[src/sv/beacon_parse_ap_table_defines.svh]
// Assertion macros shared by the beacon parser RTL.
`ifndef BEACON_PARSE_AP_TABLE_DEFINES_SVH
`define BEACON_PARSE_AP_TABLE_DEFINES_SVH

// Same-cycle implication, disabled during reset.
`define BPAT_ASSERT_NOW(label, clk, rst, ante, cons) \
   label: assert property (@(posedge clk) disable iff (rst) (ante) |-> (cons)) \
      else $error("beacon parser assertion failed");

// Next-cycle implication, disabled during reset.
`define BPAT_ASSERT_NEXT(label, clk, rst, ante, cons) \
   label: assert property (@(posedge clk) disable iff (rst) (ante) |=> (cons)) \
      else $error("beacon parser assertion failed");

`endif

[src/sv/bpat_pkg.sv]
// Package with shared constants and types of the beacon parser.
package bpat_pkg;

   localparam int MAX_ENTRIES = 256;
   localparam int IDX_W  = (MAX_ENTRIES > 1) ? $clog2(MAX_ENTRIES) : 1;
   localparam int FILL_W = $clog2(MAX_ENTRIES + 1);

   localparam logic [2:0] AUTH_OPEN = 3'd0;
   localparam logic [2:0] AUTH_WEP  = 3'd1;
   localparam logic [2:0] AUTH_WPA  = 3'd2;
   localparam logic [2:0] AUTH_WPA2 = 3'd3;
   localparam logic [2:0] AUTH_WPA3 = 3'd4;

   localparam logic [1:0] ST_IGNORED = 2'd0;
   localparam logic [1:0] ST_SUBTYPE = 2'd1;
   localparam logic [1:0] ST_FULL    = 2'd2;
   localparam logic [1:0] ST_RECORD  = 2'd3;

   localparam logic [1:0] WALK_ID   = 2'd0;
   localparam logic [1:0] WALK_LEN  = 2'd1;
   localparam logic [1:0] WALK_BODY = 2'd2;
   localparam logic [1:0] WALK_DONE = 2'd3;

   localparam logic [7:0] EID_RSN    = 8'd48;
   localparam logic [7:0] EID_VENDOR = 8'd221;

   // Search token handed from one table cell to the next.
   typedef struct packed {
      logic             tok;
      logic             hit;
      logic [IDX_W-1:0] idx;
   } link_type;

   // Frame summary produced by the byte parser on the closing beat.
   typedef struct packed {
      logic [3:0]  subtype;
      logic [47:0] bssid;
      logic [2:0]  auth;
   } frame_type;

endpackage

[src/sv/bpat_cell.sv]
// One table cell: holds a BSSID and checks the passing search token against it.
module bpat_cell (
   input  logic                                  clock,
   input  logic                                  reset,
   input  logic [bpat_pkg::IDX_W-1:0]            cell_index,
   input  logic [bpat_pkg::FILL_W-1:0]           fill,
   input  logic [47:0]                           query,
   input  logic                                  wr_en,
   input  logic [bpat_pkg::IDX_W-1:0]            wr_idx,
   input  logic [47:0]                           wr_bssid,
   input  bpat_pkg::link_type                    link_in,
   output bpat_pkg::link_type                    link_out
);

   logic [47:0]        bssid_ff;
   bpat_pkg::link_type link_ff, link_in_c;
   logic               match;

   assign match = link_in.tok && !link_in.hit &&
                  ({{(bpat_pkg::FILL_W - bpat_pkg::IDX_W){1'b0}}, cell_index} < fill) &&
                  (bssid_ff == query);

   always_comb begin
      link_in_c = link_in;
      if (match) begin
         link_in_c.hit = 1'b1;
         link_in_c.idx = cell_index;
      end
   end

   always_ff @(posedge clock) begin
      if (wr_en && wr_idx == cell_index) begin
         bssid_ff <= wr_bssid;
      end
   end

   always_ff @(posedge clock) begin
      if (reset) begin
         link_ff <= '0;
      end else begin
         link_ff <= link_in_c;
      end
   end

   assign link_out = link_ff;

endmodule

[config.mk]
export PLATFORM = sky130hd
export DESIGN_NAME = bpat_cell
export DESIGN_NICKNAME = d
export VERILOG_FILES = /design/src/sv/beacon_parse_ap_table_defines.svh /design/src/sv/bpat_pkg.sv /design/src/sv/bpat_cell.sv
export SDC_FILE = /design/constraint.sdc
export NUM_CORES = 1
export LEC_CHECK = 0
export ABC_AREA = 1
export BUFFER_PORTS_ARGS = -buffer_cell sky130_fd_sc_hd__buf_2
export CAP_MARGIN = 10
export CORE_MARGIN = 4
export CORE_UTILIZATION = 45
export DETAILED_ROUTE_END_ITERATION = 6
export MAX_ROUTING_LAYER = met4
export PLACE_DENSITY = 0.83
export SKIP_LAST_GASP = 1
export SYNTH_ARGS = -nofsm -noshare
export SYNTH_HDL_FRONTEND = slang
export SYNTH_SLANG_ARGS = --single-unit
[constraint.sdc]
create_clock -name clock -period 7.7 [get_ports clock]
set_input_delay 0.77 -clock clock [delete_from_list [all_inputs] [get_ports clock]]
set_output_delay 0.77 -clock clock [all_outputs]
set_load 0.01 [all_outputs]
After elaboration in Yosys (flattened, before gate mapping)

Cells that the tools add are included.
W data, S select, Z words.

Input port bits: 134
Logic and storage cells: 13
Flip-flop bits (word level): 58
Output and inout port bits: 10

Order comparisons: 1
Reductions and logical operators: 5
Mux-type cells: 1
Equality and inequality tests: 2

Operator list:

| cell                | count |
|---|---|
| $eq A48 B48 Y1      | 1 |
| $lt A8 B9 Y1        | 1 |
| $mux W9             | 1 |
| $eq A8 B8 Y1        | 1 |
| $logic_and A1 B1 Y1 | 4 |
| $logic_not A1 Y1    | 1 |

Logic depth before layout (Yosys ltp)

Word-level depth: 5
Mapped depth: 13
Gate-level depth less buffers: 12

Worst setup path before layout

No wires, ideal clock.

Path type: input to register
Start point: input port cell_index[0] (netlist name)
End point: register bssid_ff[0] (enable)
Library setup time: 573 ps
Path slack: 1,446 ps
Arrival time: 5,681 ps
Data required time: 7,127 ps
Cell stages on the path: 5
Path through: inv_1 o22ai_1 a21oi_1 nand4_1 nor4_1

Longest elaborated chain between the ends: 2

Ends and longest elaborated chain:

| item                   | line            | source |
|---|---|---|
| start: declaration     | bpat_cell.sv:5  | `input logic [bpat_pkg::IDX_W-1:0] cell_index,` |
| $eq A8 B8 Y1           | bpat_cell.sv:32 | `if (wr_en && wr_idx == cell_index) begin` |
| $logic_and A1 B1 Y1    | bpat_cell.sv:32 |  |
| end signal: assignment | bpat_cell.sv:33 | `bssid_ff <= wr_bssid;` |
| end: declaration       | bpat_cell.sv:15 | `logic [47:0] bssid_ff;` |

No other way between the ends.
A chain may end at the register's enable or synchronous reset.

Worst setup path after layout

Start point: input port cell_index[4] (netlist name)
End point: register link_ff (netlist bit link_out[3])

Longest elaborated chain between the ends: 4

Ends and longest elaborated chain:

| item                   | line            | source |
|---|---|---|
| $lt A8 B9 Y1           | bpat_cell.sv:20 | `({{(bpat_pkg::FILL_W - bpat_pkg::IDX_W){1'b0}}, cell_index} < fill) &&` |
| $logic_and A1 B1 Y1    | bpat_cell.sv:19 | `assign match = link_in.tok && !link_in.hit &&` |
| $logic_and A1 B1 Y1    | bpat_cell.sv:20 |  |
| $mux W9                | bpat_cell.sv:25 | `if (match) begin` |
| end signal: assignment | bpat_cell.sv:41 | `link_ff <= link_in_c;` |
| end: declaration       | bpat_cell.sv:16 | `bpat_pkg::link_type link_ff, link_in_c;` |

No other way between the ends.

==> impl_metrics.ini <==
[pwr]
leakage_nw = 2.38
vdd_drop_max_uv = 119
fin_total_pwr_uw = 703
p_per_area_nw_per_um2 = 165

[timing]
fin_tns_setup_ps = 0
period_needed_ps = 2170
rsz0062_at_grt = false
worstMarginPinSlew_ps = 528
finalHoldViolCount = 0
slew_headroom = 0.647
fmax_mhz = 461
fin_crit_sh = 0.281
setup_violations = 0
slew_viol_final = 0
holdWs_ps = 612
fin_ws_ps = 5530
skew_ps = 7.77

[grt]
grt-ovfl-total = 0
grt_pass1_wl_um = 12100
grt_antenna_before_repair = 0
grt_pass1_vias = 2997
grt_max_degree = 26
track_usage = 0.184

[floorplan]
start_util = 0.471
die_h_um = 93.0
boundaryPins = 144
rows = 30
die_x_um = 93.0
die-area_um2 = 8650
core_um2 = 6910

[synthesis]
syn_area_um2 = 3250
synth_top_family_by_area = simple AND/OR/NAND/NOR gates
synth_cell_types = 22
synth_compound_area_frac = 0.0370
synth_warnings = 0
yosysTopAreaCell = edfxtp_1
syn_area_per_cell_um2 = 7.87
synth_top_area_share = 0.443
ys_seq_area_frac = 0.505
synth_seq_cells = 58
synthTopCellsByArea = edfxtp_1, nand2_1, inv_1, nor2_1, dfxtp_1
synth_fa_ha_area_frac = 0.0269
yosys.area_share.simple = 0.284
syn_inst = 413
synth_nets = 554
synth-xor-area-share = 0.0242
synthMuxAreaShare = 0

[clocking]
hold_buffers = 0
clock_sinks = 58
root_buffer = clkbuf_8
cts_max_path_buffers = 2
path_clk_slew_ps = 60
clk_latency_ps = 330
htree_levels = 3
cts_tree = done
cts_setup_buffers = 0
cts_buffers = 9
post_cts_resized = 0

[critical_path]
cp-start-kind = primary input
crit_path_max_incr_delay_ps = 420
cpMaxStageDelayCell = nor2_4
required_ps = 7930
criticalPathCategory = in2reg
arrival_ps = 2390
critPathCaptureType = register
path_cells = buf_2, ha_1, nand2_1, nor2_1, nand2_1, nor2_1, nor2_1, nand2_2, nor2_4, nand3_1, nand2_1, nor2_2
crit_fanout = 17

[final_layout]
utilization = 0.618
layout_common_cells = buf_2, nand2_1, inv_1
drive_gt1_frac = 0.323
nNetsFinal = 708
stdcell_area_um2 = 4270
layout_commonest_cell = buf_2
syn2layout_area_growth_pct = 31.4
antennaDiodeCount = 0
final_cells = 668

[detailed_routing]
via_count = 2965
drcViolationCount = 0
drt-vias-per-instance = 4.44
detail_route.wl_per_cell_um = 11.3
first_pass_iters = 5
wirelength_um = 7550
first_iter_violations = 63
postRouteAntennaNets = 0

[min_path]
min_path_type = in2reg

[placed_design]
dp_hpwl_um = 6350
place_inst = 652
place.gp.congestion = 0.919
place.port_buffers = 143
placed_cell_area_um2 = 4070
place_ws_ps = 5210

[job]
cap_violations = 0

[status]
status = completed
-- worst paths after layout --
path | startpoint | to | slack [ps] | depth (start not counted)
worst min-delay path | wr_bssid[30] | bssid_ff[30] | 610 | 1
worst max-delay path | cell_index[4] | link_out[3] | 5530 | 12
worst max register to register | bssid_ff[25] | link_out[3] | 5960 | 10
worst min register to register | bssid_ff[17] | link_out[8] | 890 | 7
-- cells in the mapped netlist (all sizes together) --
cell and instances:
inv 96, ha 7, buf 2, xnor2 7, nand2 144, nor4 1, dfxtp 10, o21ai 5
o22ai 1, nand4 1, nand3 10, edfxtp 48, nor2 68, a21oi 11, xor2 2
-- layer usage --
layer | GRT usage | part of all wire | vias to the layer above
li1 | - | - | 1544
met2 | 0.336 | 0.54 | 110
met5 | - | 0 | -
met4 | 0.0855 | 0.020 | 0
met3 | 0.0418 | 0.070 | 16
met1 | 0.187 | 0.37 | 1295
-- cell families (layout without fill, tap and decap cells) --
| kind of cell | Yosys count | in the layout |
|---|---|---|
| fa+ha+maj | 7 | 7 |
| flops | 58 | 58 |
| buf+inv | 98 | 257 |
| xor+xnor | 9 | 9 |
| compound gates | 17 | 17 |
| simple gates | 224 | 224 |
-- report_power, final --
part	internal, mW	switching [mW]
Clock	0.165	0.111
Combinational	0.0425	0.0408
Sequential	0.344	0.00133
-- sequential cells by signal, indices dropped and copies added (netlist names) --
name,flops
bssid_ff,48
link_out,10
-- worst max-delay path: cells and delay by family --
family	cells	cell delay [ps]
buf+inv	1	110
simple gates	10	1210
fa+ha+maj	1	310
-- layout make-up --
| cell class | instances | area [um2] |
|---|---|---|
| Clock buffer | 15 | 199 |
| Tap cell | 96 | 120 |
| Multi-Input combinational cell | 257 | 1210 |
| Timing Repair Buffer | 145 | 731 |
| Fill cell | 617 | 2640 |
| Clock inverter | 1 | 5.00 |
| Inverter | 96 | 360 |
| Sequential cell | 58 | 1640 |
(Power assumes the default switching activity.)
