`src/sv/beacon_parse_ap_table_defines.svh`:
```
// Assertion macros shared by the beacon parser RTL.
`ifndef BEACON_PARSE_AP_TABLE_DEFINES_SVH
`define BEACON_PARSE_AP_TABLE_DEFINES_SVH

// Same-cycle implication, disabled during reset.
`define BPAT_ASSERT_NOW(label, clk, rst, ante, cons) \
   label: assert property (@(posedge clk) disable iff (rst) (ante) |-> (cons)) \
      else $error("beacon parser assertion failed");

// Next-cycle implication, disabled during reset.
`define BPAT_ASSERT_NEXT(label, clk, rst, ante, cons) \
   label: assert property (@(posedge clk) disable iff (rst) (ante) |=> (cons)) \
      else $error("beacon parser assertion failed");

`endif

```
`src/sv/bpat_pkg.sv`:
```
// Package with shared constants and types of the beacon parser.
package bpat_pkg;

   localparam int MAX_ENTRIES = 256;
   localparam int IDX_W  = (MAX_ENTRIES > 1) ? $clog2(MAX_ENTRIES) : 1;
   localparam int FILL_W = $clog2(MAX_ENTRIES + 1);

   localparam logic [2:0] AUTH_OPEN = 3'd0;
   localparam logic [2:0] AUTH_WEP  = 3'd1;
   localparam logic [2:0] AUTH_WPA  = 3'd2;
   localparam logic [2:0] AUTH_WPA2 = 3'd3;
   localparam logic [2:0] AUTH_WPA3 = 3'd4;

   localparam logic [1:0] ST_IGNORED = 2'd0;
   localparam logic [1:0] ST_SUBTYPE = 2'd1;
   localparam logic [1:0] ST_FULL    = 2'd2;
   localparam logic [1:0] ST_RECORD  = 2'd3;

   localparam logic [1:0] WALK_ID   = 2'd0;
   localparam logic [1:0] WALK_LEN  = 2'd1;
   localparam logic [1:0] WALK_BODY = 2'd2;
   localparam logic [1:0] WALK_DONE = 2'd3;

   localparam logic [7:0] EID_RSN    = 8'd48;
   localparam logic [7:0] EID_VENDOR = 8'd221;

   // Search token handed from one table cell to the next.
   typedef struct packed {
      logic             tok;
      logic             hit;
      logic [IDX_W-1:0] idx;
   } link_type;

   // Frame summary produced by the byte parser on the closing beat.
   typedef struct packed {
      logic [3:0]  subtype;
      logic [47:0] bssid;
      logic [2:0]  auth;
   } frame_type;

endpackage

```
`src/sv/bpat_parser.sv`:
```
// Per-byte frame parser: subtype, BSSID, privacy bit and tagged element walk.
module bpat_parser (
   input  logic                clock,
   input  logic                reset,
   input  logic                beat,
   input  logic                last,
   input  logic [7:0]          data_byte,
   input  logic [11:0]         frame_length,
   output bpat_pkg::frame_type frame
);

   logic [11:0] pos_ff, pos_in;
   logic [3:0]  sub_ff, sub_in, sub_n;
   logic [47:0] bssid_ff, bssid_in, bssid_n;
   logic [2:0]  auth_ff, auth_in, auth_n;
   logic [1:0]  phase_ff, phase_in, phase_n;
   logic [7:0]  id_ff, id_in, id_n;
   logic [7:0]  len_ff, len_in, len_n;
   logic [7:0]  k_ff, k_in, k_n;
   logic [31:0] sw_ff, sw_in, sw_n;
   logic [12:0] pos_p5;
   logic [12:0] flen13;

   assign pos_p5 = {1'b0, pos_ff} + 13'd5;
   assign flen13 = {1'b0, frame_length};

   always_comb begin
      sub_n = sub_ff;
      bssid_n = bssid_ff;
      auth_n = auth_ff;
      phase_n = phase_ff;
      id_n = id_ff;
      len_n = len_ff;
      k_n = k_ff;
      sw_n = sw_ff;
      if (pos_ff == 12'd0) begin
         sub_n = data_byte[7:4];
      end
      if (pos_ff >= 12'd16 && pos_ff <= 12'd21) begin
         bssid_n = {bssid_ff[39:0], data_byte};
      end
      if (pos_ff == 12'd34 && data_byte[4]) begin
         auth_n = bpat_pkg::AUTH_WEP;
      end
      if (pos_ff >= 12'd36) begin
         unique case (phase_ff)
            bpat_pkg::WALK_ID: begin
               if (pos_p5 < flen13) begin
                  id_n = data_byte;
                  phase_n = bpat_pkg::WALK_LEN;
               end else begin
                  phase_n = bpat_pkg::WALK_DONE;
               end
            end
            bpat_pkg::WALK_LEN: begin
               len_n = data_byte;
               if (pos_p5 + {5'd0, data_byte} > flen13) begin
                  phase_n = bpat_pkg::WALK_DONE;
               end else begin
                  if (id_ff == bpat_pkg::EID_RSN) begin
                     auth_n = bpat_pkg::AUTH_WPA2;
                  end
                  sw_n = 32'd0;
                  k_n = 8'd0;
                  phase_n = (data_byte != 8'd0) ? bpat_pkg::WALK_BODY : bpat_pkg::WALK_ID;
               end
            end
            bpat_pkg::WALK_BODY: begin
               sw_n = {sw_ff[23:0], data_byte};
               if (id_ff == bpat_pkg::EID_RSN && k_ff >= 8'd3 && sw_n == 32'h000F_AC08) begin
                  auth_n = bpat_pkg::AUTH_WPA3;
               end
               if (id_ff == bpat_pkg::EID_VENDOR && len_ff >= 8'd4 && k_ff == 8'd1 &&
                   sw_n[15:0] == 16'h0050 && auth_ff != bpat_pkg::AUTH_WPA2 &&
                   auth_ff != bpat_pkg::AUTH_WPA3) begin
                  auth_n = bpat_pkg::AUTH_WPA;
               end
               k_n = k_ff + 8'd1;
               if (k_n == len_ff) begin
                  phase_n = bpat_pkg::WALK_ID;
               end
            end
            default: begin
               phase_n = bpat_pkg::WALK_DONE;
            end
         endcase
      end
   end

   always_comb begin
      pos_in = pos_ff;
      sub_in = sub_ff;
      bssid_in = bssid_ff;
      auth_in = auth_ff;
      phase_in = phase_ff;
      id_in = id_ff;
      len_in = len_ff;
      k_in = k_ff;
      sw_in = sw_ff;
      if (beat && last) begin
         pos_in = 12'd0;
         sub_in = 4'd0;
         bssid_in = 48'd0;
         auth_in = bpat_pkg::AUTH_OPEN;
         phase_in = bpat_pkg::WALK_ID;
         id_in = 8'd0;
         len_in = 8'd0;
         k_in = 8'd0;
         sw_in = 32'd0;
      end else if (beat) begin
         pos_in = (pos_ff == 12'hFFF) ? pos_ff : pos_ff + 12'd1;
         sub_in = sub_n;
         bssid_in = bssid_n;
         auth_in = auth_n;
         phase_in = phase_n;
         id_in = id_n;
         len_in = len_n;
         k_in = k_n;
         sw_in = sw_n;
      end
   end

   always_ff @(posedge clock) begin
      if (reset) begin
         pos_ff <= 12'd0;
         sub_ff <= 4'd0;
         bssid_ff <= 48'd0;
         auth_ff <= bpat_pkg::AUTH_OPEN;
         phase_ff <= bpat_pkg::WALK_ID;
         id_ff <= 8'd0;
         len_ff <= 8'd0;
         k_ff <= 8'd0;
         sw_ff <= 32'd0;
      end else begin
         pos_ff <= pos_in;
         sub_ff <= sub_in;
         bssid_ff <= bssid_in;
         auth_ff <= auth_in;
         phase_ff <= phase_in;
         id_ff <= id_in;
         len_ff <= len_in;
         k_ff <= k_in;
         sw_ff <= sw_in;
      end
   end

   assign frame.subtype = sub_n;
   assign frame.bssid = bssid_n;
   assign frame.auth = auth_n;

endmodule

```
`config.mk`:
```
export PLATFORM = sky130hd
export DESIGN_NAME = bpat_parser
export DESIGN_NICKNAME = d
export VERILOG_FILES = /design/src/sv/beacon_parse_ap_table_defines.svh /design/src/sv/bpat_pkg.sv /design/src/sv/bpat_parser.sv
export SDC_FILE = /design/constraint.sdc
export NUM_CORES = 1
export LEC_CHECK = 0
export ABC_CLOCK_PERIOD_IN_PS = 4500
export BUFFER_PORTS_ARGS = -buffer_cell sky130_fd_sc_hd__buf_2
export CAP_MARGIN = 20
export CORE_MARGIN = 2
export CORE_UTILIZATION = 45
export CTS_CLUSTER_DIAMETER = 60
export CTS_CLUSTER_SIZE = 16
export DETAILED_ROUTE_END_ITERATION = 12
export GPL_ROUTABILITY_DRIVEN = 0
export PLACE_DENSITY = 0.66
export SLEW_MARGIN = 20
export SYNTH_ARGS = -nofsm -noshare
export SYNTH_HDL_FRONTEND = slang
export SYNTH_SLANG_ARGS = --single-unit
```
`constraint.sdc`:
```
create_clock -name clock -period 4.5 [get_ports clock]
set_input_delay 0.675 -clock clock [delete_from_list [all_inputs] [get_ports clock]]
set_output_delay 0.675 -clock clock [all_outputs]
set_load 0.01 [all_outputs]
```
* After elaboration in Yosys (flattened, before gate mapping)
Cells that the tools add are included. W data, S select, Z words.
Storage, ports and cells: register bits 117, input bits 24
Operators by class: add/sub/neg operators 4, $lt $le $gt $ge 7, equality and inequality tests 14, multiplexer cells 18, bitwise logic cells 1, reduce and logical (&&, ||, !) cells 20
Operator list (count):
- $mux W48 | 1
- $pmux W24 S2 | 1
- $eq A32 B20 Y1 const B | 1
- $mux W24 | 1
- $mux W3 | 6
- $eq A16 B7 Y1 const B | 1
- $pmux W8 S2 | 1
- $add A12 B3 Y13 const B | 1
- $add A13 B8 Y13 | 1
- $gt A13 B12 Y1 | 1
- $lt A13 B12 Y1 | 1
- $add A12 B1 Y12 const B | 1
- $eq A12 B12 Y1 const B | 1
- $eq A12 B6 Y1 const B | 1
- $ge A12 B5 Y1 const B | 1
- $ge A12 B6 Y1 const B | 1
- $le A12 B5 Y1 const B | 1
- $logic_not A12 Y1 | 1
- $logic_and A1 B1 Y1 | 10
- $add A8 B1 Y8 const B | 1
- $eq A8 B1 Y1 const B | 1
- $eq A8 B6 Y1 const B | 1
- $eq A8 B8 Y1 | 1
- $eq A8 B8 Y1 const B | 1
- other kinds (20) | 26

* Logic depth before layout (Yosys ltp)
depth in word-level cells 9, gate-level depth with buffers 20

* Worst setup path after synthesis
No wires, ideal clock.
path kind reg2out, start point register pos_ff[0], end point output port frame[0] in the netlist's numbering, arrival 4.138 ns, setup slack -0.313 ns, cell stages (with the launch flop) 19, cell sequence dfxtp_1 > inv_1 > ha_1 > ha_1 > a21o_1 > a21o_1 > a21oi_1 > o21ai_0 > o41ai_1 > nor2b_1 > xor2_1 > ha_1 > a21oi_1 > nand2_1 > or3_1 > o21ai_0 > and4b_1 > a21oi_1 > o21ai_0
RTL lines:
- start, declared | line bpat_parser.sv:12 | logic [11:0] pos_ff, pos_in;
- start signal, assigned | line bpat_parser.sv:135 | pos_ff <= pos_in;
- end, declared | line bpat_parser.sv:9 | output bpat_pkg::frame_type frame

==> results.toml <==
[outcome]
outcome = "finished, violations left"
violations = "setup timing"

[pwr]
leakage_nw = 3.93
power_density_mw_per_mm2 = 318
totalPowerFinal_mw = 2.80
worst_ir_drop_vdd_uv = 219

[global_route]
overflow = 0
antenna_found_initial = 0
grt_pass1_wl_microns = 30800
grt_usage_pct = 23.3
grt_max_degree = 105
grt_pass1_vias = 6235

[final_layout]
design_area_sq_mm = 0.00882
regArea_sq_mm = 0.00235
nFillCells = 1387
diodes = 0
multi_input_area_sq_mm = 0.00447
nNetsFinal = 1067
syn_to_final_growth_pct = 26.8
layout-drive-gt1-share_pct = 28.8

[placement]
portBuffers = 78
dpl.hpwl_microns = 13100
placed_area_sq_mm = 0.00799
post-place-ws_ps = -553

[sta]
finClkSkew_ps = 14.7
slew_headroom_pct = 27.4
worst_pin_slew_ps = 1090
whs_ps = 456
setup_violations = 3
tns_ps = -1230
setup_slack_ps = -426
period_share_pct = 109
rsz0062_at_grt = "true"
drv_slew = 0
min_period_ps = 4930
fmax_mhz = 203
finalHoldViolCount = 0

[critical_path]
r2r_end = "k_ff[2]"
r2r_setup_slack_ps = 380
path_max_fanout = 5
path_class = "flip-flop to output pin"
cp_cell_sequence = "inv_4, ha_4, ha_4, a21o_1, a21o_1, a21oi_2, o21ai_2, buf_4, o21a_1, nor2_2, xnor2_1, ha_1, nand4_1, or3_1, mux2_4, o21ai_4, and4b_2, a21oi_2, o21ai_2, buf_2"
crit_path_max_incr_delay_ps = 390
start_kind = "flip-flop"
cp.required_ps = 3830
critPathArrivalTime_ps = 4250
endpoint_kind = "output pin"
r2r-start = "pos_ff[0]"
crit_slowest_cell = "dfxtp_4"
rr_worst_depth = 20

[yosys]
syn_area_sq_mm = 0.00696
synth_commonest_cells = "nor2_1, dfxtp_1, nor3_1"
synth_area_leaders = "dfxtp_1, mux2_2, nor2_1, ha_1, nor3_1"
synthArstFlopShare_pct = 0
avgSynthCellArea_sq_um = 8.00
ys_types = 66
synth-seq-area-share_pct = 33.7
yosysWarnings = 0
synth-seq-cells = 117
synth-edff-count = 0
yosysTopAreaCellShare_pct = 33.7
yosysTopAreaCell = "dfxtp_1"
yosysMostFrequentCell = "nor2_1"
netlist_instances = 870
ys.flop_type = "dfxtp_1"
syn_nets = 940

[hold_path]
hold_end = "sw_ff[18]"
hold_path_depth = 2
hold_start = "sw_ff[18]"
hp-class = "flip-flop to flip-flop"

[floorplan]
start_util_pct = 45.9
chipHeight_microns = 128
die-area_sq_mm = 0.0165
io_pins = 79
rows = 45
core_sq_mm = 0.0151
die_width_microns = 128

[clock_network]
cts_sinks = 117
ctsHoldBuffers = 0
cts_buffer_depth = 2
clkTransAtPathRegs_ps = 60
ctsHtreeMaxLevel = 4
clk_latency_ps = 420
numCtsBuffers = 17
root_buffer = "clkbuf_16"
tritoncts = "yes"

[route]
wl_per_cell_microns = 15.7
first_iter_violations = 426
drc = 0
ant_nets = 0
wirelength_microns = 18800
vias = 6511
vias_per_cell = 5.43
first_pass_iters = 5

[job]
drv_cap = 0
==> cells by family after synthesis <==
kind of cell	Yosys count	synth area share [%]
adders and majority gates	46	8.38
buffers and inverters	81	4.60
AOI/OAI and AO/OA	119	10.9
muxes	71	11.2
xor gates and xnor gates	36	4.53
and+or+nand+nor	400	26.7
DFF	117	33.7
==> report_power, final <==
part,switching (mW),total (mW),internal (mW)
Combinational,0.177,0.318,0.141
Sequential,0.0199,1.08,1.06
Clock,0.490,1.40,0.912
Total,0.687,2.80,2.12
==> layout by cell type (no fill, tap or decap), drive strengths merged, types with 4 or more instances in the layout <==
| cell type | instances |
|---|---|
| nor2 | 162 |
| nor3 | 65 |
| clkinvlp | 5 |
| and3 | 6 |
| inv | 29 |
| or3 | 11 |
| nand3 | 52 |
| ha | 45 |
| and2 | 5 |
| clkinv | 4 |
| nor2b | 4 |
| a21oi | 50 |
| xnor2 | 21 |
| o31ai | 4 |
| nor4 | 10 |
| xor2 | 15 |
| or4 | 8 |
| a21o | 6 |
| mux2 | 54 |
| nand4 | 11 |
| a31oi | 4 |
| clkbuf | 20 |
| mux2i | 17 |
| dfxtp | 117 |
| nand2 | 55 |
| buf | 160 |
| o21ai | 22 |
==> area by class of cell <==
cell class              count  area share [%]
clock inverters            12            1.72
flip-flops and latches    117            26.6
inverters                  29            1.26
well taps                 188            2.67
repair buffers            160            11.8
clock buffers              20            5.29
multi-input cells         672            50.6
==> registers in the layout, indices dropped and copies added, names as in the netlist <==
register,cells
pos_ff,12
k_ff,8
sub_ff,4
sw_ff,24
len_ff,8
phase_ff,2
auth_ff,3
bssid_ff,48
id_ff,8
==> repair_timing <==
| action | CTS | global route |
|---|---|---|
| buffers inserted | 4 | 3 |
| endpoints found under the hold margin | 0 | 0 |
| setup endpoints to repair | 3 | 3 |
| pin swaps | 21 | 3 |
| resized for setup | 32 | 8 |
==> worst max-delay path: cells and delay by family, from the launching register on <==
family / cells / cell delay [ps]
AO/OA/AOI/OAI: 8 / 1070
AND/OR/NAND/NOR: 4 / 890
adder cells (fa/ha/maj): 3 / 760
flip-flops: 1 / 390
buffers and inverters: 3 / 340
multiplexers: 1 / 290
XOR/XNOR: 1 / 80
==> metrics by stage <==
step / std cells / utilization [%]
floorplan: 870 / -
global placement: 1159 / 52.8
detailed placement: 1159 / 52.8
CTS: 1195 / 57.9
global route: 1198 / 58.3
finish: 1198 / 58.3
==> how the worst max path moves through the flow <==
stage                     depth (start not counted)        to  slack [ps]         start
after floorplan                                  16  frame[1]           3  data_byte[1]
after global placement                           18  frame[0]        -510  data_byte[1]
after detailed placement                         18  frame[0]        -550  data_byte[1]
after CTS                                        21  frame[0]        -420     pos_ff[0]
after global routing                             20  frame[0]        -600     pos_ff[0]
final                                            20  frame[0]        -430     pos_ff[0]
==> metal layers <==
metal,vias up,global-route usage (%),share of wire [%]
li1,3318,-,-
met1,3004,30.7,46
met2,169,37.8,46
met3,20,5.78,6.0
met4,0,7.50,1.6
met5,-,0,0
Note: power is estimated with default switching activity, not from simulation.
